===== config.mk =====
export PLATFORM = sky130hd
export DESIGN_NAME = clipmap_ring_patch_generator
export DESIGN_NICKNAME = d
export VERILOG_FILES = /design/src/rtl/cmrp_pkg.sv /design/src/rtl/cmrp_ring_bounds.sv /design/src/rtl/clipmap_ring_patch_generator.sv
export SDC_FILE = /design/constraint.sdc
export NUM_CORES = 1
export LEC_CHECK = 0
export BUFFER_PORTS_ARGS = -buffer_cell sky130_fd_sc_hd__buf_2
export CORE_UTILIZATION = 40
export DETAILED_ROUTE_END_ITERATION = 7
export GPL_TIMING_DRIVEN = 0
export SLEW_MARGIN = 40
export SYNTH_ARGS = -nofsm -noshare
export SYNTH_HDL_FRONTEND = slang
export SYNTH_HIERARCHICAL = 1
export SYNTH_SLANG_ARGS = --single-unit

===== constraint.sdc =====
create_clock -name clk -period 10.8 [get_ports clk]
set_input_delay 0 -clock clk [delete_from_list [all_inputs] [get_ports clk]]
set_output_delay 0 -clock clk [all_outputs]
set_load 0.02 [all_outputs]

===== src/rtl/cmrp_pkg.sv =====
// shared types and constants for the clipmap ring patch generator
`timescale 1ns / 1ps
package cmrp_pkg;

	// field widths
	localparam int CAM_W  = 24;
	localparam int POS_W  = 16;
	localparam int RING_W = 4;
	localparam int LG_W   = 5;
	localparam int ROT_W  = 3;
	localparam int KIND_W = 2;
	localparam int RCNT_W = 5;
	localparam int HW_W   = 7;
	localparam int BLG_W  = 4;

	// wide signed work width for snap and ring extents
	localparam int SNAP_W = 41;
	// width of a position plus a patch edge
	localparam int SUM_W  = 32;

	// most rings per camera update
	localparam logic [RCNT_W-1:0] MAX_RINGS = 5'd16;

	// register indexes
	localparam logic [1:0] REG_BASE_SCALE = 2'd0;
	localparam logic [1:0] REG_MAX_GRID   = 2'd1;
	localparam logic [1:0] REG_RING_COUNT = 2'd2;
	localparam logic [1:0] REG_HALF_WIDTH = 2'd3;

	// input operations
	localparam logic OP_START = 1'b0;
	localparam logic OP_STEP  = 1'b1;

	// orientation codes
	localparam logic [ROT_W-1:0] ROT_TOP          = 3'd0;
	localparam logic [ROT_W-1:0] ROT_BOTTOM       = 3'd1;
	localparam logic [ROT_W-1:0] ROT_NONE         = 3'd2;
	localparam logic [ROT_W-1:0] ROT_LEFT         = 3'd3;
	localparam logic [ROT_W-1:0] ROT_BOTTOM_RIGHT = 3'd4;

	// patch kinds
	localparam logic [KIND_W-1:0] KIND_FULL   = 2'd0;
	localparam logic [KIND_W-1:0] KIND_EDGE   = 2'd1;
	localparam logic [KIND_W-1:0] KIND_CORNER = 2'd2;

	// configuration registers
	typedef struct packed {
		logic [BLG_W-1:0]  base_log2;
		logic [POS_W-1:0]  max_grid;
		logic [RCNT_W-1:0] ring_count;
		logic [HW_W-1:0]   half_width;
	} cfg_t;

	// square of one ring
	typedef struct packed {
		logic [POS_W-1:0] min_x;
		logic [POS_W-1:0] min_y;
		logic [POS_W-1:0] max_x;
		logic [POS_W-1:0] max_y;
	} bounds_t;

endpackage


===== src/rtl/cmrp_ring_bounds.sv =====
// clamped square of one ring from the camera and the ring scale
`timescale 1ns / 1ps
module cmrp_ring_bounds #(
	parameter int FRAC_BITS = 8
) (
	input  cmrp_pkg::cfg_t                      cfg,
	input  logic [cmrp_pkg::RING_W-1:0]         ring,
	input  logic signed [cmrp_pkg::CAM_W-1:0]   cam_x,
	input  logic signed [cmrp_pkg::CAM_W-1:0]   cam_z,
	output cmrp_pkg::bounds_t                   bounds
);

	localparam int SW = cmrp_pkg::SNAP_W;

	logic [cmrp_pkg::LG_W-1:0] lg;
	logic [cmrp_pkg::LG_W-1:0] lg_p1;
	logic signed [SW-1:0]      cx_fl;
	logic signed [SW-1:0]      cz_fl;
	logic [SW-1:0]             low_mask;
	logic signed [SW-1:0]      snap_x;
	logic signed [SW-1:0]      snap_z;
	logic [SW-1:0]             half_u;
	logic signed [SW-1:0]      half;

	// clamp a signed extent into zero to max_grid
	function automatic logic [cmrp_pkg::POS_W-1:0] clamp_grid(
		input logic signed [SW-1:0] v,
		input logic [cmrp_pkg::POS_W-1:0] mg
	);
		logic signed [SW-1:0] mg_w;
		mg_w = $signed({{(SW-cmrp_pkg::POS_W){1'b0}}, mg});
		if (v < 0) begin
			return '0;
		end else if (v > mg_w) begin
			return mg;
		end
		return v[cmrp_pkg::POS_W-1:0];
	endfunction

	// patch edge is 2^lg, snap to a multiple of twice that
	assign lg    = {1'b0, cfg.base_log2} + {1'b0, ring};
	assign lg_p1 = lg + cmrp_pkg::LG_W'(1);

	// floor to whole world units
	assign cx_fl = SW'(cam_x) >>> FRAC_BITS;
	assign cz_fl = SW'(cam_z) >>> FRAC_BITS;

	// clearing low bits floors toward minus infinity
	assign low_mask = (SW'(1) << lg_p1) - SW'(1);
	assign snap_x   = cx_fl & $signed(~low_mask);
	assign snap_z   = cz_fl & $signed(~low_mask);

	// half width in world units
	assign half_u = {{(SW-cmrp_pkg::HW_W){1'b0}}, cfg.half_width} << lg;
	assign half   = $signed(half_u);

	assign bounds.min_x = clamp_grid(snap_x - half, cfg.max_grid);
	assign bounds.min_y = clamp_grid(snap_z - half, cfg.max_grid);
	assign bounds.max_x = clamp_grid(snap_x + half, cfg.max_grid);
	assign bounds.max_y = clamp_grid(snap_z + half, cfg.max_grid);

endmodule


===== src/rtl/clipmap_ring_patch_generator.sv =====
// top level of the clipmap ring patch generator
`timescale 1ns / 1ps
// Walks the patches of a terrain clipmap around a camera, one grid position per item.
// Input stream (s_*): tuser is the op (start or step), tdata carries cam_x and cam_z.
// A start item latches the camera and enters ring 0; each step item visits one
// position of the current ring. Every input item gives exactly one output item.
// Output stream (m_*): tuser says the item carries a patch, tlast marks the item
// after which all rings are exhausted; tdata holds position, ring, rotation, kind.
// Each item passes through the input register and then the output register.
// Throughput: one item per cycle while the receiver does not stall; the walk state and the
// result register are updated at the same edge and the ring square logic is combinational,
// so the only loop is the update of the walk registers.
// When the receiver stalls the output register holds its item; one more item
// waits in the input register and s_tready drops until the output is taken.
// Reset (arst_n low) clears the walk: the block is idle until a start item,
// and the registers return to their documented defaults. Configuration goes through the
// APB port, one register per word at 4*index; the user must write it only while no item
// is in flight, which the block does not enforce; patch size and ring count apply at once.
module clipmap_ring_patch_generator #(
	parameter int COORD_BITS = 16,
	parameter int FRAC_BITS  = 8
) (
	input  logic        clk,
	input  logic        arst_n,
	// input items
	input  logic        s_tvalid,
	output logic        s_tready,
	input  logic [47:0] s_tdata,   // cam_x [23:0], cam_z [47:24]
	input  logic        s_tuser,   // op
	// output items
	output logic        m_tvalid,
	input  logic        m_tready,
	output logic [47:0] m_tdata,   // pos_x, pos_y, ring_index, rotation, patch_kind, zero pad
	output logic        m_tuser,   // valid_res
	output logic        m_tlast,   // done_res
	// configuration
	input  logic        psel,
	input  logic        penable,
	input  logic        pwrite,
	input  logic [3:0]  paddr,
	input  logic [31:0] pwdata,
	output logic [31:0] prdata,
	output logic        pready
);

	localparam int PW = cmrp_pkg::POS_W;
	localparam int CW = cmrp_pkg::CAM_W;
	localparam int RW = cmrp_pkg::RING_W;
	localparam int UW = cmrp_pkg::SUM_W;
	localparam logic [PW-1:0] POS_MASK = (COORD_BITS >= PW) ? {PW{1'b1}} :
		PW'((64'd1 << COORD_BITS) - 64'd1);

	// configuration registers
	cmrp_pkg::cfg_t cfg_q;
	logic           cfg_wr;
	logic [1:0]     cfg_idx;

	// input stage
	logic                 in_valid_s1;
	logic                 in_op_s1;
	logic signed [CW-1:0] in_cam_x_s1;
	logic signed [CW-1:0] in_cam_z_s1;
	logic                 advance;

	// walk state
	logic                 active_q;
	logic [RW-1:0]        ring_now_q;
	logic [PW-1:0]        walk_x_q;
	logic [PW-1:0]        walk_y_q;
	cmrp_pkg::bounds_t    ring_b_q;
	cmrp_pkg::bounds_t    prior_b_q;
	logic signed [CW-1:0] cam_x_q;
	logic signed [CW-1:0] cam_z_q;

	// next walk state
	logic                 active_d;
	logic [RW-1:0]        ring_now_d;
	logic [PW-1:0]        walk_x_d;
	logic [PW-1:0]        walk_y_d;
	cmrp_pkg::bounds_t    ring_b_d;
	cmrp_pkg::bounds_t    prior_b_d;
	logic signed [CW-1:0] cam_x_d;
	logic signed [CW-1:0] cam_z_d;

	// result of the item in the input stage
	logic                         res_patch;
	logic [PW-1:0]                res_pos_x;
	logic [PW-1:0]                res_pos_y;
	logic [RW-1:0]                res_ring;
	logic [cmrp_pkg::ROT_W-1:0]   res_rot;
	logic [cmrp_pkg::KIND_W-1:0]  res_kind;
	logic                         res_done;

	// output register
	logic                         out_valid_s2;
	logic                         out_patch_s2;
	logic [PW-1:0]                out_pos_x_s2;
	logic [PW-1:0]                out_pos_y_s2;
	logic [RW-1:0]                out_ring_s2;
	logic [cmrp_pkg::ROT_W-1:0]   out_rot_s2;
	logic [cmrp_pkg::KIND_W-1:0]  out_kind_s2;
	logic                         out_done_s2;

	// ring square unit
	logic [RW-1:0]              bnd_ring;
	logic signed [CW-1:0]       bnd_cam_x;
	logic signed [CW-1:0]       bnd_cam_z;
	cmrp_pkg::bounds_t          bnd_new;

	// walk helpers
	logic [cmrp_pkg::RCNT_W-1:0] limit;
	logic [cmrp_pkg::RCNT_W-1:0] ring_next;
	logic [cmrp_pkg::LG_W-1:0]   lg_now;
	logic [UW-1:0]               scale;
	logic [UW-1:0]               x_plus;
	logic [UW-1:0]               y_plus;

	// apb access
	assign pready  = 1'b1;
	assign cfg_idx = paddr[3:2];
	assign cfg_wr  = psel && penable && pwrite && pready;

	always_ff @(posedge clk or negedge arst_n) begin
		if (!arst_n) begin
			cfg_q.base_log2  <= '0;
			cfg_q.max_grid   <= 16'd4096;
			cfg_q.ring_count <= 5'd8;
			cfg_q.half_width <= 7'd8;
		end else if (cfg_wr) begin
			unique case (cfg_idx)
				cmrp_pkg::REG_BASE_SCALE: cfg_q.base_log2  <= pwdata[cmrp_pkg::BLG_W-1:0];
				cmrp_pkg::REG_MAX_GRID:   cfg_q.max_grid   <= pwdata[PW-1:0];
				cmrp_pkg::REG_RING_COUNT: cfg_q.ring_count <= pwdata[cmrp_pkg::RCNT_W-1:0];
				cmrp_pkg::REG_HALF_WIDTH: cfg_q.half_width <= pwdata[cmrp_pkg::HW_W-1:0];
			endcase
		end
	end

	always_comb begin
		unique case (cfg_idx)
			cmrp_pkg::REG_BASE_SCALE: prdata = 32'(cfg_q.base_log2);
			cmrp_pkg::REG_MAX_GRID:   prdata = 32'(cfg_q.max_grid);
			cmrp_pkg::REG_RING_COUNT: prdata = 32'(cfg_q.ring_count);
			cmrp_pkg::REG_HALF_WIDTH: prdata = 32'(cfg_q.half_width);
		endcase
	end

	// handshake: the input stage moves on when the output register is free
	assign advance  = in_valid_s1 && (!out_valid_s2 || m_tready);
	assign s_tready = !in_valid_s1 || advance;

	always_ff @(posedge clk or negedge arst_n) begin
		if (!arst_n) begin
			in_valid_s1 <= 1'b0;
		end else if (s_tready) begin
			in_valid_s1 <= s_tvalid;
		end
	end

	always_ff @(posedge clk) begin
		if (s_tready && s_tvalid) begin
			in_op_s1    <= s_tuser;
			in_cam_x_s1 <= $signed(s_tdata[CW-1:0]);
			in_cam_z_s1 <= $signed(s_tdata[2*CW-1:CW]);
		end
	end

	// ring square for the ring being entered
	assign ring_next = {1'b0, ring_now_q} + cmrp_pkg::RCNT_W'(1);
	assign bnd_ring  = (in_op_s1 == cmrp_pkg::OP_STEP) ? ring_next[RW-1:0] : '0;
	assign bnd_cam_x = (in_op_s1 == cmrp_pkg::OP_STEP) ? cam_x_q : in_cam_x_s1;
	assign bnd_cam_z = (in_op_s1 == cmrp_pkg::OP_STEP) ? cam_z_q : in_cam_z_s1;

	cmrp_ring_bounds #(
		.FRAC_BITS (FRAC_BITS)
	) u_bounds (
		.cfg    (cfg_q),
		.ring   (bnd_ring),
		.cam_x  (bnd_cam_x),
		.cam_z  (bnd_cam_z),
		.bounds (bnd_new)
	);

	// ring limit, patch edge and the next grid positions
	assign limit  = (cfg_q.ring_count > cmrp_pkg::MAX_RINGS) ? cmrp_pkg::MAX_RINGS :
		cfg_q.ring_count;
	assign lg_now = {1'b0, cfg_q.base_log2} + {1'b0, ring_now_q};
	assign scale  = UW'(1) << lg_now;
	assign x_plus = UW'(walk_x_q) + scale;
	assign y_plus = UW'(walk_y_q) + scale;

	// one walk step
	always_comb begin
		logic do_next;
		logic empty;
		logic in_prior;
		logic xmin;
		logic xmax;
		logic ymin;
		logic ymax;

		active_d   = active_q;
		ring_now_d = ring_now_q;
		walk_x_d   = walk_x_q;
		walk_y_d   = walk_y_q;
		ring_b_d   = ring_b_q;
		prior_b_d  = prior_b_q;
		cam_x_d    = cam_x_q;
		cam_z_d    = cam_z_q;
		res_patch  = 1'b0;
		res_pos_x  = '0;
		res_pos_y  = '0;
		res_ring   = '0;
		res_rot    = '0;
		res_kind   = '0;
		res_done   = 1'b0;
		do_next    = 1'b0;

		empty    = (ring_b_q.min_x >= ring_b_q.max_x) || (ring_b_q.min_y >= ring_b_q.max_y);
		in_prior = (walk_x_q >= prior_b_q.min_x) && (walk_y_q >= prior_b_q.min_y) &&
			(walk_x_q < prior_b_q.max_x) && (walk_y_q < prior_b_q.max_y);
		ymin     = (walk_y_q == ring_b_q.min_y);
		ymax     = !ymin && (y_plus >= UW'(ring_b_q.max_y));
		xmin     = (walk_x_q == ring_b_q.min_x);
		xmax     = !xmin && (x_plus >= UW'(ring_b_q.max_x));

		if (in_op_s1 == cmrp_pkg::OP_START) begin
			// latch camera and restart at ring zero
			cam_x_d   = in_cam_x_s1;
			cam_z_d   = in_cam_z_s1;
			prior_b_d = '0;
			if (limit == '0) begin
				active_d   = 1'b0;
				ring_now_d = '0;
				res_done   = 1'b1;
			end else begin
				active_d   = 1'b1;
				ring_b_d   = bnd_new;
				ring_now_d = '0;
				walk_x_d   = bnd_new.min_x;
				walk_y_d   = bnd_new.min_y;
			end
		end else if (!active_q) begin
			res_done = 1'b1;
		end else if (empty) begin
			do_next = 1'b1;
		end else begin
			// classify a position outside the previous ring
			if (!in_prior) begin
				res_patch = 1'b1;
				res_pos_x = walk_x_q & POS_MASK;
				res_pos_y = walk_y_q & POS_MASK;
				res_ring  = ring_now_q;
				priority if (ymin) begin
					res_rot = xmax ? cmrp_pkg::ROT_BOTTOM_RIGHT : cmrp_pkg::ROT_BOTTOM;
				end else if (xmin) begin
					res_rot = cmrp_pkg::ROT_LEFT;
				end else if (ymax) begin
					res_rot = cmrp_pkg::ROT_TOP;
				end else begin
					res_rot = cmrp_pkg::ROT_NONE;
				end
				priority if (!(xmin || xmax) && !(ymin || ymax)) begin
					res_kind = cmrp_pkg::KIND_FULL;
				end else if (!(xmin || xmax) || !(ymin || ymax)) begin
					res_kind = cmrp_pkg::KIND_EDGE;
				end else begin
					res_kind = cmrp_pkg::KIND_CORNER;
				end
			end
			// y inner, x outer
			if (y_plus < UW'(ring_b_q.max_y)) begin
				walk_y_d = y_plus[PW-1:0];
			end else begin
				walk_y_d = ring_b_q.min_y;
				if (x_plus < UW'(ring_b_q.max_x)) begin
					walk_x_d = x_plus[PW-1:0];
				end else begin
					do_next = 1'b1;
				end
			end
		end

		// move on to the next ring or finish
		if (do_next) begin
			prior_b_d = ring_b_q;
			if (ring_next >= limit) begin
				active_d = 1'b0;
				res_done = 1'b1;
			end else begin
				ring_b_d   = bnd_new;
				ring_now_d = ring_next[RW-1:0];
				walk_x_d   = bnd_new.min_x;
				walk_y_d   = bnd_new.min_y;
			end
		end
	end

	// walk state update
	always_ff @(posedge clk or negedge arst_n) begin
		if (!arst_n) begin
			active_q   <= 1'b0;
			ring_now_q <= '0;
			walk_x_q   <= '0;
			walk_y_q   <= '0;
			ring_b_q   <= '0;
			prior_b_q  <= '0;
			cam_x_q    <= '0;
			cam_z_q    <= '0;
		end else if (advance) begin
			active_q   <= active_d;
			ring_now_q <= ring_now_d;
			walk_x_q   <= walk_x_d;
			walk_y_q   <= walk_y_d;
			ring_b_q   <= ring_b_d;
			prior_b_q  <= prior_b_d;
			cam_x_q    <= cam_x_d;
			cam_z_q    <= cam_z_d;
		end
	end

	// output register
	always_ff @(posedge clk or negedge arst_n) begin
		if (!arst_n) begin
			out_valid_s2 <= 1'b0;
		end else if (advance) begin
			out_valid_s2 <= 1'b1;
		end else if (m_tready) begin
			out_valid_s2 <= 1'b0;
		end
	end

	always_ff @(posedge clk) begin
		if (advance) begin
			out_patch_s2 <= res_patch;
			out_pos_x_s2 <= res_pos_x;
			out_pos_y_s2 <= res_pos_y;
			out_ring_s2  <= res_ring;
			out_rot_s2   <= res_rot;
			out_kind_s2  <= res_kind;
			out_done_s2  <= res_done;
		end
	end

	assign m_tvalid = out_valid_s2;
	assign m_tuser  = out_patch_s2;
	assign m_tlast  = out_done_s2;
	assign m_tdata  = {7'b0, out_kind_s2, out_rot_s2, out_ring_s2, out_pos_y_s2, out_pos_x_s2};

`ifndef SYNTHESIS
	// an item without a patch carries all-zero data
	assert property (@(posedge clk) disable iff (!arst_n)
		m_tvalid && !m_tuser |-> m_tdata == '0)
		else $error("patch fields set on an item without a patch");

	// a step while idle yields a done item without a patch
	assert property (@(posedge clk) disable iff (!arst_n)
		advance && (in_op_s1 == cmrp_pkg::OP_STEP) && !active_q |=>
		m_tvalid && m_tlast && !m_tuser)
		else $error("idle step did not report done");

	// full patches are never rotated, corner stitches always are
	assert property (@(posedge clk) disable iff (!arst_n)
		m_tvalid && m_tuser && (out_kind_s2 == cmrp_pkg::KIND_FULL) |->
		out_rot_s2 == cmrp_pkg::ROT_NONE)
		else $error("full patch with a rotation");

	assert property (@(posedge clk) disable iff (!arst_n)
		m_tvalid && m_tuser && (out_kind_s2 == cmrp_pkg::KIND_CORNER) |->
		out_rot_s2 != cmrp_pkg::ROT_NONE)
		else $error("corner stitch without a rotation");
`endif

endmodule

**Word-level counts from Yosys, hierarchy flattened**

Cells that the tools add are included.

- Output and inout bits: 85
- Flip-flop bits (word level): 339
- Word-level logic and storage cells: 182
- Input port bits: 92

- Bitwise gates (word level): 5
- Shifts and indexed selects: 3
- Order comparisons: 20
- Reduce and logical (&&, ||, !) cells: 34
- Muxes and demuxes: 71
- Equality and inequality tests: 6
- $add $sub $neg: 11

Operators with widths:

| operator | count |
|---|---|
| $mux 16 | 27 |
| $mux 64 | 6 |
| $gt 41x17->1 | 4 |
| $lt 41x1->1 const B | 4 |
| $pmux 32 s4 | 1 |
| $add 41x41->41 | 2 |
| $and 16x41->41 | 2 |
| $sub 41x41->41 | 2 |
| $add 16x32->32 | 2 |
| $ge 16x16->1 | 4 |
| $ge 32x16->1 | 2 |
| $lt 32x16->1 | 2 |
| $mux 24 | 2 |
| $not 41->41 | 1 |
| $shl 1x5->41 const A | 1 |
| $shl 7x5->41 | 1 |
| $sub 41x2->41 const B | 1 |
| $eq 16x16->1 | 2 |
| $lt 16x16->1 | 2 |
| $shl 1x5->32 const A | 1 |
| $mux 1 | 25 |
| $mux 4 | 4 |
| $reduce_and 2->1 | 6 |
| $add 4x4->5 | 2 |
| 20 further kinds | 44 |

**Longest topological paths before layout**

- Word-level depth: 17
- Gate-level depth with buffers: 46
- Gate-level depth less buffers: 41

**Hierarchy**

The synthesis kept the hierarchy.

By module, submodules not included:

| module | cells an instance | sequential area each (µm²) | times used | area an instance (µm²) |
|---|---|---|---|---|
| clipmap_ring_patch_generator | 1935 | 8947.3 | 1 | 20813.7 |
| cmrp_ring_bounds | 2337 | 0.0 | 1 | 15362.2 |

**Least setup slack after synthesis**

OpenSTA, ideal clock, no wires.

- Path type: register to register
- From: register in_op_s1
- To: register walk_y_q[14]
- Buffers on the path: 10
- Path slack: 1.879 ns
- Stages on the path, launching flop included: 43
- Library setup time: 0.134 ns
- Arrival: 8.787 ns
- Period minus slack after synthesis: 8.921 ns
- Data required time: 10.666 ns
- Cell sequence: edfxtp_1 -> clkbuf_1 -> clkbuf_1 -> clkbuf_1 -> clkbuf_1 -> and2_1 -> fa_1 -> and2_1 -> clkbuf_1 -> nand2_1 -> clkbuf_1 -> nor2_1 -> inv_1 -> ha_1 -> clkbuf_1 -> nand4_1 -> or3_1 -> o21ai_0 -> [7 not listed] -> nand2_1 -> xor2_1 -> ha_1 -> nor2_1 -> a21oi_1 -> o2111ai_1 -> o221ai_1 -> or4b_1 -> nor4_1 -> nand4_1 -> or4_1 -> buf_2 -> buf_6 -> mux2_1 -> mux2i_1 -> o22ai_1 -> a211oi_1 -> o31ai_1

RTL lines:

| what | RTL line | RTL |
|---|---|---|
| start, declared | clipmap_ring_patch_generator.sv:60 | `logic in_op_s1;` |
| start signal, assigned | clipmap_ring_patch_generator.sv:162 | `in_op_s1 <= s_tuser;` |
| end signal, assigned | clipmap_ring_patch_generator.sv:314 | `walk_y_q <= walk_y_d;` |
| end, declared | clipmap_ring_patch_generator.sv:69 | `logic [PW-1:0] walk_y_q;` |

==> qor.yml <==
wl_mm: 145.3
layout_common_cells: "378 x ha_1, 355 x nand2_1, 291 x nor2_1"
use_met2: 0.5366
p_switching_mw: 8.125
dieArea_sq_mm: 0.08852
cts_made_buffers: 37
rows: 108
rrSetupSlack_ns: 0.39
cp-start-kind: "flip-flop"
syn-cell-area_sq_mm: 0.03493
grt.total_usage: 0.3187
cp.depth: 35
fin_skew_ns: 0.04163
crit_required_ns: 11.24
switching_share: 0.5654
p_clk_frac: 0.095
fillCellCount: 8764
path_delay_family: "simple AND/OR/NAND/NOR gates"
hold-worst-slack_ns: 0.06189
layout_commonest_cell: "ha_1"
hpwl_mm: 118.9
regArea_sq_mm: 0.008066
die_h_um: 297.5
dr.pass1.iters: 6
grt.overflow.total: 0
multi_input_area_sq_mm: 0.02504
hold_viol_final: 0
worst-path-buf-inv: 8
worstPathMaxFanout: 11
finish.instance_area_sq_mm: 0.03941
final_cells: 5637
syn_avg_cell_area_sq_um: 8.302
antenna_found_initial: 7
period_minus_slack_ns: 10.41
vias_per_cell: 6.095
grtUsageMet1: 0.3777
drv_cap: 0
cts_buffer_depth: 3
layout-drive-gt1-share: 0.1246
cts_sinks: 307
rsz0062_at_grt: "yes"
crit_top_cell: "ha_1"
post_drt_wl_per_cell_um: 25.77
start_util: 0.4033
clk_pin_slew_ns: 0.06
cts_tree: "built"
cp-end-kind: "flip-flop"
antenna_left: 0
die_w_um: 297.5
setup_viol: 0
peakVddDrop_mv: 0.1572
p_per_area_mw_per_mm2: 364.7
fin_nets: 4929
cts.htree.levels: 2
tightest_slew_ns: 0.9137
power_mw: 14.37
first_iter_violations: 3093
place_inst: 5511
crit_end: "ring_b_q[14]"
grt_pass1_wl_mm: 213.7
grt_max_degree: 69
coreArea_sq_mm: 0.08662
min_period_over_period: 0.9636
fmax_mhz: 96.09
cpPeakStageDelay_ns: 0.56
status: "finished clean"
postPlaceCellArea_sq_mm: 0.03727
cpMaxStageDelayCell: "fa_1"
top_usage_layer: "met2"
r2r_start: "in_op_s1"
hp-class: "primary input to flip-flop"
seqPwrFrac: 0.146
p_leak_nw: 17.50
pin_count: 177
num_vias: 34360
portBuffers: 118
clockRootBuffer: "clkbuf_16"
synthCells: 4208
slew_headroom: 0.3751
use_met3: 0.03615
grt_pass1_vias: 33460
power_frac_comb: 0.759
cp-startpoint: "in_op_s1"
clock_latency_ns: 0.59
drc: 0
p_int_mw: 6.246
yosysWarnings: 6
drv_slew: 0
place.gp.congestion: 1.023
critPathArrivalTime_ns: 10.84
reg2reg_depth: 35
r2r-end: "ring_b_q[14]"
syn_to_final_growth_pct: 12.80
critical_path_class: "flip-flop to flip-flop"
==> worst register-to-register path, delay by kind of cell, from the launching register on <==
family	cells	cell delay, ns
and+or+nand+nor	10	2.62
AOI/OAI and AO/OA	8	2.34
buffers and inverters	8	1.82
adders and majority gates	5	1.66
xor gates and xnor gates	2	0.75
muxes	2	0.64
DFF	1	0.43
==> state kept, by name, summed over array words and instances, names as in the netlist, 2 cells and up <==
signal / count
cfg_q: 32
out_ring_s2: 4
in_cam_x_s1: 16
prior_b_q: 64
out_pos_x_s2: 16
out_kind_s2: 2
out_pos_y_s2: 16
ring_now_q: 4
cam_z_q: 16
cam_x_q: 16
in_cam_z_s1: 16
walk_x_q: 16
ring_b_q: 64
walk_y_q: 16
out_rot_s2: 3
==> per-layer routing <==
| layer | vias up | share of wire |
|---|---|---|
| met5 | - | 0.00021 |
| met4 | 4 | 0.081 |
| met3 | 437 | 0.058 |
| met2 | 1427 | 0.47 |
| met1 | 16540 | 0.39 |
| li1 | 15950 | - |
==> worst min-delay path by stage <==
stage / from / endpoint / slack [ns] / cells after the start
after floorplan: arst_n / active_q / -0.30 / 0
after global placement: s_tdata[41] / in_cam_z_s1[17] / 0.18 / 1
after detailed placement: arst_n / prior_b_q[55] / -0.03 / 1
after CTS: penable / cfg_q[13] / 0.06 / 4
after global routing: penable / cfg_q[13] / 0.10 / 4
final: penable / cfg_q[12] / 0.06 / 4
==> cell type report <==
type | count | share of cell area
clock buffers | 43 | 0.02461
plain buffers | 241 | 0.02946
clock inverters | 24 | 0.008414
diodes | 2 | 0.0001270
flip-flops and latches | 307 | 0.2047
repair buffers | 190 | 0.03537
multi-input cells | 3411 | 0.6355
inverters | 264 | 0.02515
well taps | 1155 | 0.03667
==> power by group through the flow <==
stage          Clock (mW)  Combinational (mW)  Sequential [mW]
2_1_floorplan           0                7.22             1.85
3_3_place_gp            0                10.3             2.10
3_5_place_dp            0                10.4             2.10
4_1_cts              1.37                10.5             2.08
5_1_grt              1.42                11.8             2.13
6_report             1.36                10.9             2.10
==> per-stage QoR <==
stage / util / setup TNS (ns) / worst slack [ns]
CTS: 0.4531 / 0 / 0.001913
floorplan: - / 0 / 1.909
global route: 0.4549 / -0.004682 / -0.004682
detailed placement: 0.4303 / -163.98 / -2.280
global placement: 0.4278 / -158.35 / -2.241
finish: 0.4549 / 0 / 0.3930
==> what timing repair did <==
action                                 CTS  global route
setup endpoints to repair               96            96
setup buffers                            2             1
hold buffers                            61             0
endpoints found under the hold margin  237             0
pin swaps                                1             0
resized for setup                       14            29
gates cloned                             0             0
(Power assumes the default switching activity.)
